<file path="src/rtl/lwsc_pkg.sv">
// ----------------------------------------------------------------------------
// lwsc_pkg
// Types and constants shared by the LRU write-back sector cache tag controller.
// ----------------------------------------------------------------------------
`default_nettype none

package lwsc_pkg;

  localparam int unsigned ENTRIES_DEF = 64;
  localparam int unsigned ADDR_W      = 32;
  localparam int unsigned CNT_W       = 32;
  localparam int unsigned SLOT_W      = 6;
  // a flush lists at most this many dirty slots
  localparam int unsigned LIST_MAX    = 64;
  localparam int unsigned LIST_W      = 7;

  localparam logic [1:0] KIND_READ  = 2'd0;
  localparam logic [1:0] KIND_WRITE = 2'd1;
  localparam logic [1:0] KIND_FLUSH = 2'd2;
  localparam logic [1:0] KIND_NONE  = 2'd3;

  localparam logic [CNT_W-1:0] SAT_MAX = 32'hFFFF_FFFF;

  typedef struct packed {
    logic [1:0]        kind;
    logic [ADDR_W-1:0] block_addr;
  } req_t;

  typedef struct packed {
    logic              hit;
    logic [SLOT_W-1:0] slot;
    logic              writeback_needed;
    logic [ADDR_W-1:0] writeback_addr;
    logic              fill_needed;
    logic              last;
    logic [CNT_W-1:0]  hit_total;
    logic [CNT_W-1:0]  miss_total;
    logic [CNT_W-1:0]  fill_total;
    logic [CNT_W-1:0]  writeback_total;
  } rsp_t;

  // one tag store word
  typedef struct packed {
    logic              dirty;
    logic [ADDR_W-1:0] tag;
    logic [CNT_W-1:0]  stamp;
  } ent_t;

endpackage

`default_nettype wire

</file>
<file path="src/rtl/lwsc_tag_store.sv">
// ----------------------------------------------------------------------------
// lwsc_tag_store
// Tag, stamp and dirty store: one write port, one read port, registered read.
// ----------------------------------------------------------------------------
`default_nettype none

module lwsc_tag_store #(
  parameter int unsigned Entries = lwsc_pkg::ENTRIES_DEF,
  localparam int unsigned IdxW   = $clog2(Entries)
) (
  input  wire logic            clk_i,
  input  wire logic            we_i,
  input  wire logic [IdxW-1:0] waddr_i,
  input  wire lwsc_pkg::ent_t  wdata_i,
  input  wire logic            re_i,
  input  wire logic [IdxW-1:0] raddr_i,
  output lwsc_pkg::ent_t       rdata_o
);

  lwsc_pkg::ent_t mem_q [Entries];
  lwsc_pkg::ent_t rdata_q;

  always_ff @(posedge clk_i) begin
    if (we_i) begin
      mem_q[waddr_i] <= wdata_i;
    end
    if (re_i) begin
      rdata_q <= mem_q[raddr_i];
    end
  end

  assign rdata_o = rdata_q;

endmodule

`default_nettype wire

</file>
<file path="src/rtl/lru_writeback_sector_cache_tags.sv">
// ----------------------------------------------------------------------------
// lru_writeback_sector_cache_tags
// Fully associative write-back LRU cache tag and policy controller.
// ----------------------------------------------------------------------------
// read/write: one tag store read per valid slot through one compare unit; the result
//   is registered once the scan ends, and the next request waits until it is issued
// flush: same scan; any request also waits while an earlier result is stalled
// reset: counters and the used-slot count clear at once; slots fill in order and
//   are never invalidated, so that count gives validity with no clear pass
`default_nettype none

module lru_writeback_sector_cache_tags #(
  parameter int unsigned ENTRIES = lwsc_pkg::ENTRIES_DEF
) (
  input  wire logic           clk_i,
  input  wire logic           rst_ni,
  input  wire logic           in_valid_i,
  output logic                in_stall_o,
  input  wire lwsc_pkg::req_t in_req_i,
  output logic                out_valid_o,
  input  wire logic           out_stall_i,
  output lwsc_pkg::rsp_t      out_rsp_o
);

  localparam int unsigned IdxW = $clog2(ENTRIES);
  localparam int unsigned UseW = $clog2(ENTRIES + 1);
  localparam logic [UseW-1:0] FullCnt = UseW'(ENTRIES);
  localparam logic [lwsc_pkg::LIST_W-1:0] ListMax = lwsc_pkg::LIST_W'(lwsc_pkg::LIST_MAX);

  typedef enum logic [1:0] {
    ST_IDLE,
    ST_SCAN,
    ST_FIN
  } state_e;

  state_e state_q;
  logic [1:0]                  kind_q;
  logic [lwsc_pkg::ADDR_W-1:0] addr_q;
  logic [UseW-1:0]             used_q;
  logic [UseW-1:0]             ptr_q;
  logic                        rd_vld_q;
  logic [IdxW-1:0]             rd_idx_q;

  logic                        hit_found_q;
  logic [IdxW-1:0]             hit_idx_q;
  logic                        hit_dirty_q;
  logic [lwsc_pkg::CNT_W-1:0]  oldest_q;
  logic [IdxW-1:0]             best_idx_q;
  logic [lwsc_pkg::ADDR_W-1:0] best_tag_q;
  logic                        best_dirty_q;

  logic                        pend_v_q;
  logic [IdxW-1:0]             pend_idx_q;
  logic [lwsc_pkg::ADDR_W-1:0] pend_tag_q;
  logic [lwsc_pkg::LIST_W-1:0] nfound_q;

  logic [lwsc_pkg::CNT_W-1:0]  clock_q, hit_cnt_q, miss_cnt_q, fill_cnt_q, wb_cnt_q;
  logic [lwsc_pkg::CNT_W-1:0]  clock_d, hit_cnt_d, miss_cnt_d, fill_cnt_d, wb_cnt_d;

  logic           out_v_q;
  lwsc_pkg::rsp_t out_rsp_q;

  // tag store ports
  logic            st_we, st_re;
  logic [IdxW-1:0] st_waddr;
  lwsc_pkg::ent_t  st_wdata, st_rdata;

  logic           out_free, is_flush, ent_listed, proc_ok, issue, scan_end, full;
  logic           flush_take, fin_go, wb;
  logic [IdxW-1:0] victim;
  logic           emit_v;
  lwsc_pkg::rsp_t emit_rsp;

  lwsc_tag_store #(
    .Entries(ENTRIES)
  ) u_store (
    .clk_i  (clk_i),
    .we_i   (st_we),
    .waddr_i(st_waddr),
    .wdata_i(st_wdata),
    .re_i   (st_re),
    .raddr_i(ptr_q[IdxW-1:0]),
    .rdata_o(st_rdata)
  );

  assign out_free   = !out_v_q || !out_stall_i;
  assign is_flush   = (kind_q == lwsc_pkg::KIND_FLUSH);
  assign ent_listed = st_rdata.dirty && (nfound_q != ListMax);
  // a flush entry waits if the previous listed slot cannot leave yet
  assign proc_ok    = !rd_vld_q || !(is_flush && ent_listed && pend_v_q && !out_free);
  assign issue      = (state_q == ST_SCAN) && (ptr_q != used_q) && proc_ok;
  assign scan_end   = (state_q == ST_SCAN) && (ptr_q == used_q) && !rd_vld_q;
  assign flush_take = (state_q == ST_SCAN) && rd_vld_q && proc_ok && is_flush && ent_listed;
  assign fin_go     = (state_q == ST_FIN) && out_free;
  assign st_re      = issue;

  assign full   = (used_q == FullCnt);
  assign victim = full ? best_idx_q : used_q[IdxW-1:0];
  assign wb     = !hit_found_q && full && best_dirty_q;

  always_comb begin
    clock_d    = clock_q;
    hit_cnt_d  = hit_cnt_q;
    miss_cnt_d = miss_cnt_q;
    fill_cnt_d = fill_cnt_q;
    wb_cnt_d   = wb_cnt_q;
    if (!is_flush) begin
      clock_d = clock_q + 1'b1;
      if (hit_found_q) begin
        if (kind_q == lwsc_pkg::KIND_READ) begin
          hit_cnt_d = hit_cnt_q + 1'b1;
        end
      end else begin
        miss_cnt_d = miss_cnt_q + 1'b1;
        if (fill_cnt_q != lwsc_pkg::SAT_MAX) begin
          fill_cnt_d = fill_cnt_q + 1'b1;
        end
        if (wb) begin
          wb_cnt_d = wb_cnt_q + 1'b1;
        end
      end
    end
  end

  always_comb begin
    st_we    = 1'b0;
    st_waddr = rd_idx_q;
    st_wdata = st_rdata;
    if (flush_take) begin
      st_we          = 1'b1;
      st_wdata.dirty = 1'b0;
    end else if (fin_go && !is_flush) begin
      st_we          = 1'b1;
      st_waddr       = hit_found_q ? hit_idx_q : victim;
      st_wdata.tag   = addr_q;
      st_wdata.stamp = clock_d;
      st_wdata.dirty = (kind_q == lwsc_pkg::KIND_WRITE) || (hit_found_q && hit_dirty_q);
    end
  end

  always_comb begin
    emit_v                   = 1'b0;
    emit_rsp.hit             = 1'b0;
    emit_rsp.slot            = lwsc_pkg::SLOT_W'(pend_idx_q);
    emit_rsp.writeback_needed = pend_v_q;
    emit_rsp.writeback_addr  = pend_v_q ? pend_tag_q : '0;
    emit_rsp.fill_needed     = 1'b0;
    emit_rsp.last            = 1'b1;
    emit_rsp.hit_total       = hit_cnt_d;
    emit_rsp.miss_total      = miss_cnt_d;
    emit_rsp.fill_total      = fill_cnt_d;
    emit_rsp.writeback_total = wb_cnt_d;
    if (flush_take) begin
      emit_v        = pend_v_q;
      emit_rsp.last = 1'b0;
    end else if (fin_go) begin
      emit_v = 1'b1;
      if (is_flush) begin
        // nothing dirty gives a single closing result with slot zero and no writeback
        if (!pend_v_q) begin
          emit_rsp.slot = '0;
        end
      end else begin
        emit_rsp.hit              = hit_found_q;
        emit_rsp.slot             = lwsc_pkg::SLOT_W'(hit_found_q ? hit_idx_q : victim);
        emit_rsp.writeback_needed = wb;
        emit_rsp.writeback_addr   = wb ? best_tag_q : '0;
        emit_rsp.fill_needed      = !hit_found_q;
      end
    end
  end

  always_ff @(posedge clk_i or negedge rst_ni) begin
    if (!rst_ni) begin
      state_q     <= ST_IDLE;
      used_q      <= '0;
      ptr_q       <= '0;
      rd_vld_q    <= 1'b0;
      hit_found_q <= 1'b0;
      pend_v_q    <= 1'b0;
      nfound_q    <= '0;
      clock_q     <= '0;
      hit_cnt_q   <= '0;
      miss_cnt_q  <= '0;
      fill_cnt_q  <= '0;
      wb_cnt_q    <= '0;
      out_v_q     <= 1'b0;
    end else begin
      if (emit_v) begin
        out_v_q   <= 1'b1;
        out_rsp_q <= emit_rsp;
      end else if (out_v_q && !out_stall_i) begin
        out_v_q <= 1'b0;
      end

      case (state_q)
        ST_IDLE: begin
          if (in_valid_i && (in_req_i.kind != lwsc_pkg::KIND_NONE)) begin
            kind_q      <= in_req_i.kind;
            addr_q      <= in_req_i.block_addr;
            ptr_q       <= '0;
            rd_vld_q    <= 1'b0;
            hit_found_q <= 1'b0;
            pend_v_q    <= 1'b0;
            nfound_q    <= '0;
            state_q     <= ST_SCAN;
          end
        end
        ST_SCAN: begin
          if (issue) begin
            ptr_q    <= ptr_q + 1'b1;
            rd_idx_q <= ptr_q[IdxW-1:0];
            rd_vld_q <= 1'b1;
          end else if (proc_ok) begin
            rd_vld_q <= 1'b0;
          end
          if (rd_vld_q && !is_flush) begin
            if (!hit_found_q && (st_rdata.tag == addr_q)) begin
              hit_found_q <= 1'b1;
              hit_idx_q   <= rd_idx_q;
              hit_dirty_q <= st_rdata.dirty;
            end
            // first slot seeds the minimum search
            if ((rd_idx_q == '0) || (st_rdata.stamp < oldest_q)) begin
              oldest_q     <= st_rdata.stamp;
              best_idx_q   <= rd_idx_q;
              best_tag_q   <= st_rdata.tag;
              best_dirty_q <= st_rdata.dirty;
            end
          end
          if (flush_take) begin
            pend_v_q   <= 1'b1;
            pend_idx_q <= rd_idx_q;
            pend_tag_q <= st_rdata.tag;
            nfound_q   <= nfound_q + 1'b1;
          end
          if (scan_end) begin
            state_q <= ST_FIN;
          end
        end
        ST_FIN: begin
          if (fin_go) begin
            clock_q    <= clock_d;
            hit_cnt_q  <= hit_cnt_d;
            miss_cnt_q <= miss_cnt_d;
            fill_cnt_q <= fill_cnt_d;
            wb_cnt_q   <= wb_cnt_d;
            if (!is_flush && !hit_found_q && !full) begin
              used_q <= used_q + 1'b1;
            end
            state_q <= ST_IDLE;
          end
        end
        default: begin
          state_q <= ST_IDLE;
        end
      endcase
    end
  end

  assign in_stall_o  = (state_q != ST_IDLE);
  assign out_valid_o = out_v_q;
  assign out_rsp_o   = out_rsp_q;

endmodule

`default_nettype wire

</file>
<file path="config.mk">
export PLATFORM = sky130hd
export DESIGN_NAME = lru_writeback_sector_cache_tags
export DESIGN_NICKNAME = d
export VERILOG_FILES = /design/src/rtl/lwsc_pkg.sv /design/src/rtl/lwsc_tag_store.sv /design/src/rtl/lru_writeback_sector_cache_tags.sv
export SDC_FILE = /design/constraint.sdc
export NUM_CORES = 2
export LEC_CHECK = 0
export BUFFER_PORTS_ARGS = -buffer_cell sky130_fd_sc_hd__buf_4
export CORE_ASPECT_RATIO = 1.5
export CORE_MARGIN = 2
export CORE_UTILIZATION = 50
export DETAILED_ROUTE_END_ITERATION = 16
export PLACE_DENSITY_LB_ADDON = 0.15
export SLEW_MARGIN = 10
export SYNTH_ARGS = -nofsm -noshare
export SYNTH_HDL_FRONTEND = slang
export SYNTH_MEMORY_MAX_BITS = 65536
export SYNTH_SLANG_ARGS = --single-unit
export TNS_END_PERCENT = 50
</file>
<file path="constraint.sdc">
create_clock -name clk_i -period 15.42 [get_ports clk_i]
set_input_delay 2.313 -clock clk_i [delete_from_list [all_inputs] [get_ports clk_i]]
set_output_delay 2.313 -clock clk_i [all_outputs]
set_load 0.02 [all_outputs]
</file>
* Word level (Yosys, flattened, before mapping)
Memories as Yosys holds them, arrays and structs flattened. A register that Yosys moved wholly into a read port is not among the register bits.
Cells that the tools add are included.
** Cells by class
- Add/sub/neg operators :: 8
- Magnitude comparators :: 1
- Equal/unequal tests :: 19
- Muxes and demuxes :: 53
- Bitwise logic cells :: 1
- Reduce and logical (&&, ||, !) cells :: 55
** Operator list (number)
- $mux 32 :: 14
- $add 32x1->32 const B :: 5
- $mux 40 :: 2
- $mux 65 :: 1
- $mux 64 :: 1
- $mux 6 :: 6
- $mux 34 :: 1
- $eq 32x32->1 :: 1
- $lt 32x32->1 :: 1
- $ne 32x32->1 const B :: 1
- $pmux 7 s2 :: 2
- $reduce_and 3->1 :: 8
- $logic_and 1x1->1 :: 23
- $add 7x1->7 const B :: 3
- $mux 7 :: 3
- $mux 1 :: 16
- $ne 2x2->1 const B :: 6
- $reduce_and 4->1 :: 3
- $logic_not 1->1 :: 8
- $eq 7x7->1 :: 1
- $eq 7x7->1 const B :: 1
- $ne 7x7->1 :: 1
- $ne 7x7->1 const B :: 1
- $logic_not 6->1 :: 1
- 13 further kinds :: 27
** Word-level totals
- Register bits after elaboration :: 513
- RAM bits :: 4160
- Input port bits :: 38
- Output and inout bits :: 172
- Word-level logic and storage cells :: 172
- Memories kept :: 1
** Memory list
- u_store.mem_q :: depth 64, width 65, rd ports 1, clocked after memory_dff 1, write ports 1, RTL line lwsc_tag_store.sv:20 : lwsc_pkg::ent_t mem_q [Entries];

* Longest topological paths before layout
- Depth in word-level cells :: 13
- Depth in mapped cells :: 12
- Gate-level depth less buffers :: 9

* Hierarchy
Synthesis repeated with hierarchy kept, for this count alone.
** Second synthesis, totals
- Cell total of the unflattened synthesis :: 8600
- Area, all modules :: 182692.7 um^2
** By module, submodules not included
- lwsc_tag_store :: times used 1, cells each 6606, area each 159011.3 um^2, seq. area each 126871.7 um^2
- lru_writeback_sector_cache_tags :: times used 1, cells each 1994, area each 23681.5 um^2, seq. area each 14468.9 um^2

* Worst setup path after synthesis
Ideal clock, no wire load.
- Path kind :: input -> register
- From :: input out_stall_i
- To :: register out_rsp_q, in the netlist out_rsp_o[0] (enable)
- Setup time :: 0.702 ns
- Arrival time :: 10.255 ns
- Data required time :: 14.718 ns
- Slack :: 4.463 ns
- Stages :: 5
- Buffers on the path :: 1
- Cell sequence :: and2_0 -> nor2_1 -> clkbuf_1 -> a21oi_1 -> nor2_1
** Between the ends
- Longest elaborated chain between the ends :: 11
- Elaborated cells between the ends (all ways) :: 13
- Those cells by class :: mux: 2; reduce/logical: 11
** RTL lines
- start, declared :: RTL line lru_writeback_sector_cache_tags.sv:21 : input wire logic out_stall_i,
- $logic_not 1->1 (*) :: RTL line lru_writeback_sector_cache_tags.sv:86 : assign out_free = !out_v_q || !out_stall_i;
- $logic_or 1x1->1 (*) :: RTL line lru_writeback_sector_cache_tags.sv:86
- $logic_not 1->1 :: RTL line lru_writeback_sector_cache_tags.sv:90 : assign proc_ok = !rd_vld_q || !(is_flush && ent_listed && pend_v_q && !out_free);
- $logic_and 1x1->1 :: RTL line lru_writeback_sector_cache_tags.sv:90
- $logic_not 1->1 :: RTL line lru_writeback_sector_cache_tags.sv:90
- $logic_or 1x1->1 :: RTL line lru_writeback_sector_cache_tags.sv:90
- $logic_and 1x1->1 (3 in a row) :: RTL line lru_writeback_sector_cache_tags.sv:93 : assign flush_take = (state_q == ST_SCAN) && rd_vld_q && proc_ok && is_flush && ent_listed;
- $mux 1 (*) :: RTL line lru_writeback_sector_cache_tags.sv:153 : if (flush_take) begin
- $reduce_and 2->1 (no line) (*)
- end signal, assigned :: RTL line lru_writeback_sector_cache_tags.sv:191 : out_rsp_q <= emit_rsp;
- end, declared :: RTL line lru_writeback_sector_cache_tags.sv:61 : lwsc_pkg::rsp_t out_rsp_q;
Every way passes the cells marked *; elsewhere a longest branch is shown, timed or not.
A chain may end at the register's enable or synchronous reset.

* Worst setup path after layout
- From :: input out_stall_i
- To :: memory u_store.mem_q[22][57] (netlist name) (enable)
** Between the ends
- Longest elaborated chain between the ends :: 12
- Elaborated cells between the ends (all ways) :: 17
- Those cells by class :: mux: 6; reduce/logical: 11
** RTL lines
- $logic_not 1->1 (*) :: RTL line lru_writeback_sector_cache_tags.sv:86
- $logic_or 1x1->1 (*) :: RTL line lru_writeback_sector_cache_tags.sv:86
- $logic_not 1->1 :: RTL line lru_writeback_sector_cache_tags.sv:90
- $logic_and 1x1->1 :: RTL line lru_writeback_sector_cache_tags.sv:90
- $logic_not 1->1 :: RTL line lru_writeback_sector_cache_tags.sv:90
- $logic_or 1x1->1 :: RTL line lru_writeback_sector_cache_tags.sv:90
- $logic_and 1x1->1 (3 in a row) :: RTL line lru_writeback_sector_cache_tags.sv:93
- $mux 1 :: RTL line lru_writeback_sector_cache_tags.sv:129 : if (flush_take) begin
- $mux 1 :: RTL line lwsc_tag_store.sv:24 : if (we_i) begin
- $mux 1 (not written as such) :: RTL line lwsc_tag_store.sv:25 : mem_q[waddr_i] <= wdata_i;
- end, declared :: RTL line lwsc_tag_store.sv:20
Marked as above.

==> metrics.cfg <==
[run_status]
status = finished clean

[floorplanning]
core-area_um2 = 365000
pin_count = 210
die_area_um2 = 371000
initial_core_util_pct = 50.1
die-width_um = 498
fp.dieH_um = 745
rows = 272

[critical_path]
crit-reg2reg-launch = kind_q[0]
cp_data_required_time_ns = 16.00
startpoint_type = primary input
arrival_ns = 7.49
r2r-end = u_store.mem_q[22][57]
endpoint_kind = flip-flop
reg2reg_depth = 8
crit_type = in2reg
cp_max_fo = 45
reg2reg_slack_ns = 9.44

[drt]
num_vias = 89500
route.met2.wl_mm = 267
firstDrtPassIters = 6
drc = 0
wl_per_cell_um = 37.1
totalWireLength_mm = 521
final_antenna_net_count = 0
route.met3.wl_mm = 35.8
wl_met1_mm = 188
top_layer_used = met5
drt-initial-drc-count = 10500
viasPerCell = 6.37

[global_route]
grt_antenna_before_repair = 36
grt_pass1_vias = 90300
grt_max_degree = 97
grt_util_all_layers_pct = 28.0
grt_remaining_overflow = 0
grt_pass1_wl_mm = 721

[clock_tree]
cts_resized = 0
clockBufferDepth = 4
clk_pin_slew_ns = 0.06
cts-root-buf = clkbuf_16
cts_tree = yes
numCtsBuffers = 433
insertion_delay_ns = 1.00
h-tree-depth = 5
cts_setup_buffers = 0
numClockSinks = 4738
ctsHoldBuffers = 0

[pwr]
vdd_drop_max_mv = 0.163
power.density_nw_per_um2 = 184
power_w = 0.0381
leakagePower_nw = 65.6

[yosys]
synth_edf_count = 4551
synth_top_cell_by_area = edfxtp_1
synth_ff_type = edfxtp_1
syn-cell-area_um2 = 183000
syn_avg_cell_area_um2 = 22.0
ys_seq_area_share_pct = 77.2
ys_warn_count = 0
netlist.area_leader.share_pct = 74.7
syn_inst = 8325
async_reset_ff_share_pct = 3.95
synthTopCellsByArea = edfxtp_1 75%, mux4_2 15%, dfrtp_1 2.6%
ys_ff_latch = 4738
ys_types = 81
syn_nets = 8404

[place]
placed_area_um2 = 192000
dp_cells = 13200
numPortBuffers = 209
dp_hpwl_mm = 321
routabilityCongestion = 0.874

[sta]
finalCriticalPeriod_ns = 6.92
finalSetupTns_ns = 0
max_freq_ghz = 0.145
setup_violations = 0
max_slew_margin_pct = 11.5
finalCritPeriodShare_pct = 44.9
rsz0062_at_grt = false
skew_ns = 0.0729
hold_violations = 0
finalMaxSlewViolations = 0
worstMarginPinSlew_ns = 1.32

[final_layout]
regArea_um2 = 141000
stdcell_area_um2 = 206000
nFillCells = 26700
multi_input_area_um2 = 40600
post-route-util_pct = 56.5
drive_gt1_share_pct = 27.5
area_growth_pct = 12.8
layout.nets = 8968
stdcell_count = 14100

[min_path]
hp-start = hit_cnt_q[31]
holdPathStages = 1
whs_endpoint = hit_cnt_q[31]
hold_class = reg2reg

[flow_run]
maxCapViolCount = 0

==> cell usage after synthesis (18+ instances only) <==
cell type and count:
edfxtp_1 4551, a21oi_1 38, dfrtp_1 187, buf_2 149
mux2i_1 136, inv_1 56, xor2_1 166, xnor2_1 192
nor3_1 89, mux4_2 1206, and2_1 18, nor2_1 206
o22ai_1 57, a22o_1 37, o21ai_0 89, and3_1 42
ha_1 41, a22oi_1 81, nand2_1 353, buf_4 28
clkbuf_1 187, buf_1 47, nand4_1 63, and4_1 18
nand3_1 96
==> layer usage <==
metal / track usage, % / vias up
li1: - / 35800
met5: 0 / -
met2: 48.0 / 4039
met1: 35.1 / 48900
met4: 14.2 / 2
met3: 3.86 / 835
==> area by class of cell <==
| class | count | share of cell area [%] |
|---|---|---|
| sequential | 4738 | 68.5 |
| multi-input combinational | 3115 | 19.6 |
| clock buffer | 510 | 5.47 |
| tap | 4795 | 2.91 |
| timing repair buffer | 544 | 2.01 |
| clock inverter | 277 | 1.38 |
| inverter | 57 | 0.104 |
| antenna | 17 | 0.0206 |
==> worst max-delay path, cell delays in order <==
cell and delay, ns:
buf_4 0.14, and2_0 0.29, a21boi_0 0.61, a32oi_1 0.50, a311oi_1 1.11, nand2_1 0.60
nor2_4 0.90, buf_4 0.90
==> how the worst max path moves through the flow <==
stage / from / to / slack [ns] / depth (start not counted)
after global placement: out_stall_i / u_store.mem_q[22][23] / 7.73 / 8
after floorplan: out_stall_i / out_rsp_o[0] / 4.46 / 5
after global routing: out_stall_i / u_store.mem_q[22][49] / 8.48 / 8
after detailed placement: out_stall_i / u_store.mem_q[22][63] / 7.58 / 8
after CTS: out_stall_i / u_store.mem_q[22][49] / 8.59 / 8
final: out_stall_i / u_store.mem_q[22][57] / 8.50 / 8
==> cell families (layout without fill, tap and decap cells) <==
family | Yosys count | in the layout | share of synthesized area (%)
other | 0 | 17 | 0
AO/OA/AOI/OAI | 403 | 403 | 1.51
adder cells (fa/ha/maj) | 41 | 41 | 0.280
AND/OR/NAND/NOR | 966 | 966 | 2.53
XOR/XNOR | 358 | 358 | 1.71
buffers and inverters | 472 | 1388 | 1.14
flip-flops | 4738 | 4738 | 77.2
multiplexers | 1347 | 1347 | 15.6
==> layout by cell type, fill, tap and decap left out, drive strengths merged, types with 17 or more instances in the layout <==
| cell | Yosys | routed |
|---|---|---|
| nand3 | 96 | 96 |
| inv | 56 | 68 |
| a22o | 37 | 37 |
| and2 | 19 | 19 |
| xor2 | 166 | 166 |
| o21ai | 91 | 91 |
| mux2i | 136 | 136 |
| a21oi | 39 | 39 |
| buf | 228 | 543 |
| o22ai | 57 | 57 |
| and3 | 43 | 43 |
| clkinv | 1 | 195 |
| nor3 | 96 | 96 |
| nand4 | 65 | 65 |
| edfxtp | 4551 | 4551 |
| clkbuf | 187 | 511 |
| nand2 | 354 | 354 |
| xnor2 | 192 | 192 |
| a21o | 18 | 18 |
| ha | 41 | 41 |
| mux4 | 1206 | 1206 |
| dfrtp | 187 | 187 |
| o221ai | 17 | 17 |
| a22oi | 81 | 81 |
| nor2 | 206 | 206 |
| bufinv | 0 | 55 |
| and4 | 18 | 18 |
| diode | 0 | 17 |
==> state kept, by name, indices dropped and copies added, names as in the netlist, 2 cells and up <==
signal and cells:
hit_cnt_q 32, best_tag_q 32, oldest_q 32, best_idx_q 6, miss_cnt_q 32, ptr_q 7
state_q 2, wb_cnt_q 32, hit_idx_q 6, kind_q 2, out_rsp_o 170, used_q 7
fill_cnt_q 32, u_store.mem_q 4160, clock_q 32, rd_idx_q 6, nfound_q 7, pend_tag_q 32
addr_q 32, pend_idx_q 6, u_store.rdata_o 65
==> per-stage QoR <==
| stage | hold WS (ns) | setup WS [ns] |
|---|---|---|
| floorplan | 0.420 | 4.46 |
| global placement | 0.476 | 7.73 |
| detailed placement | 0.477 | 7.58 |
| CTS | 0.490 | 8.59 |
| global route | 0.498 | 8.48 |
| finish | 0.485 | 8.50 |
==> where the power goes <==
group          leakage, nW  switching (W)  internal [W]
Clock                 6.92        0.00472       0.00615
Combinational         15.1        0.00669       0.00336
Sequential            43.6       0.000442        0.0167
Power figures use the tool's default switching activity.
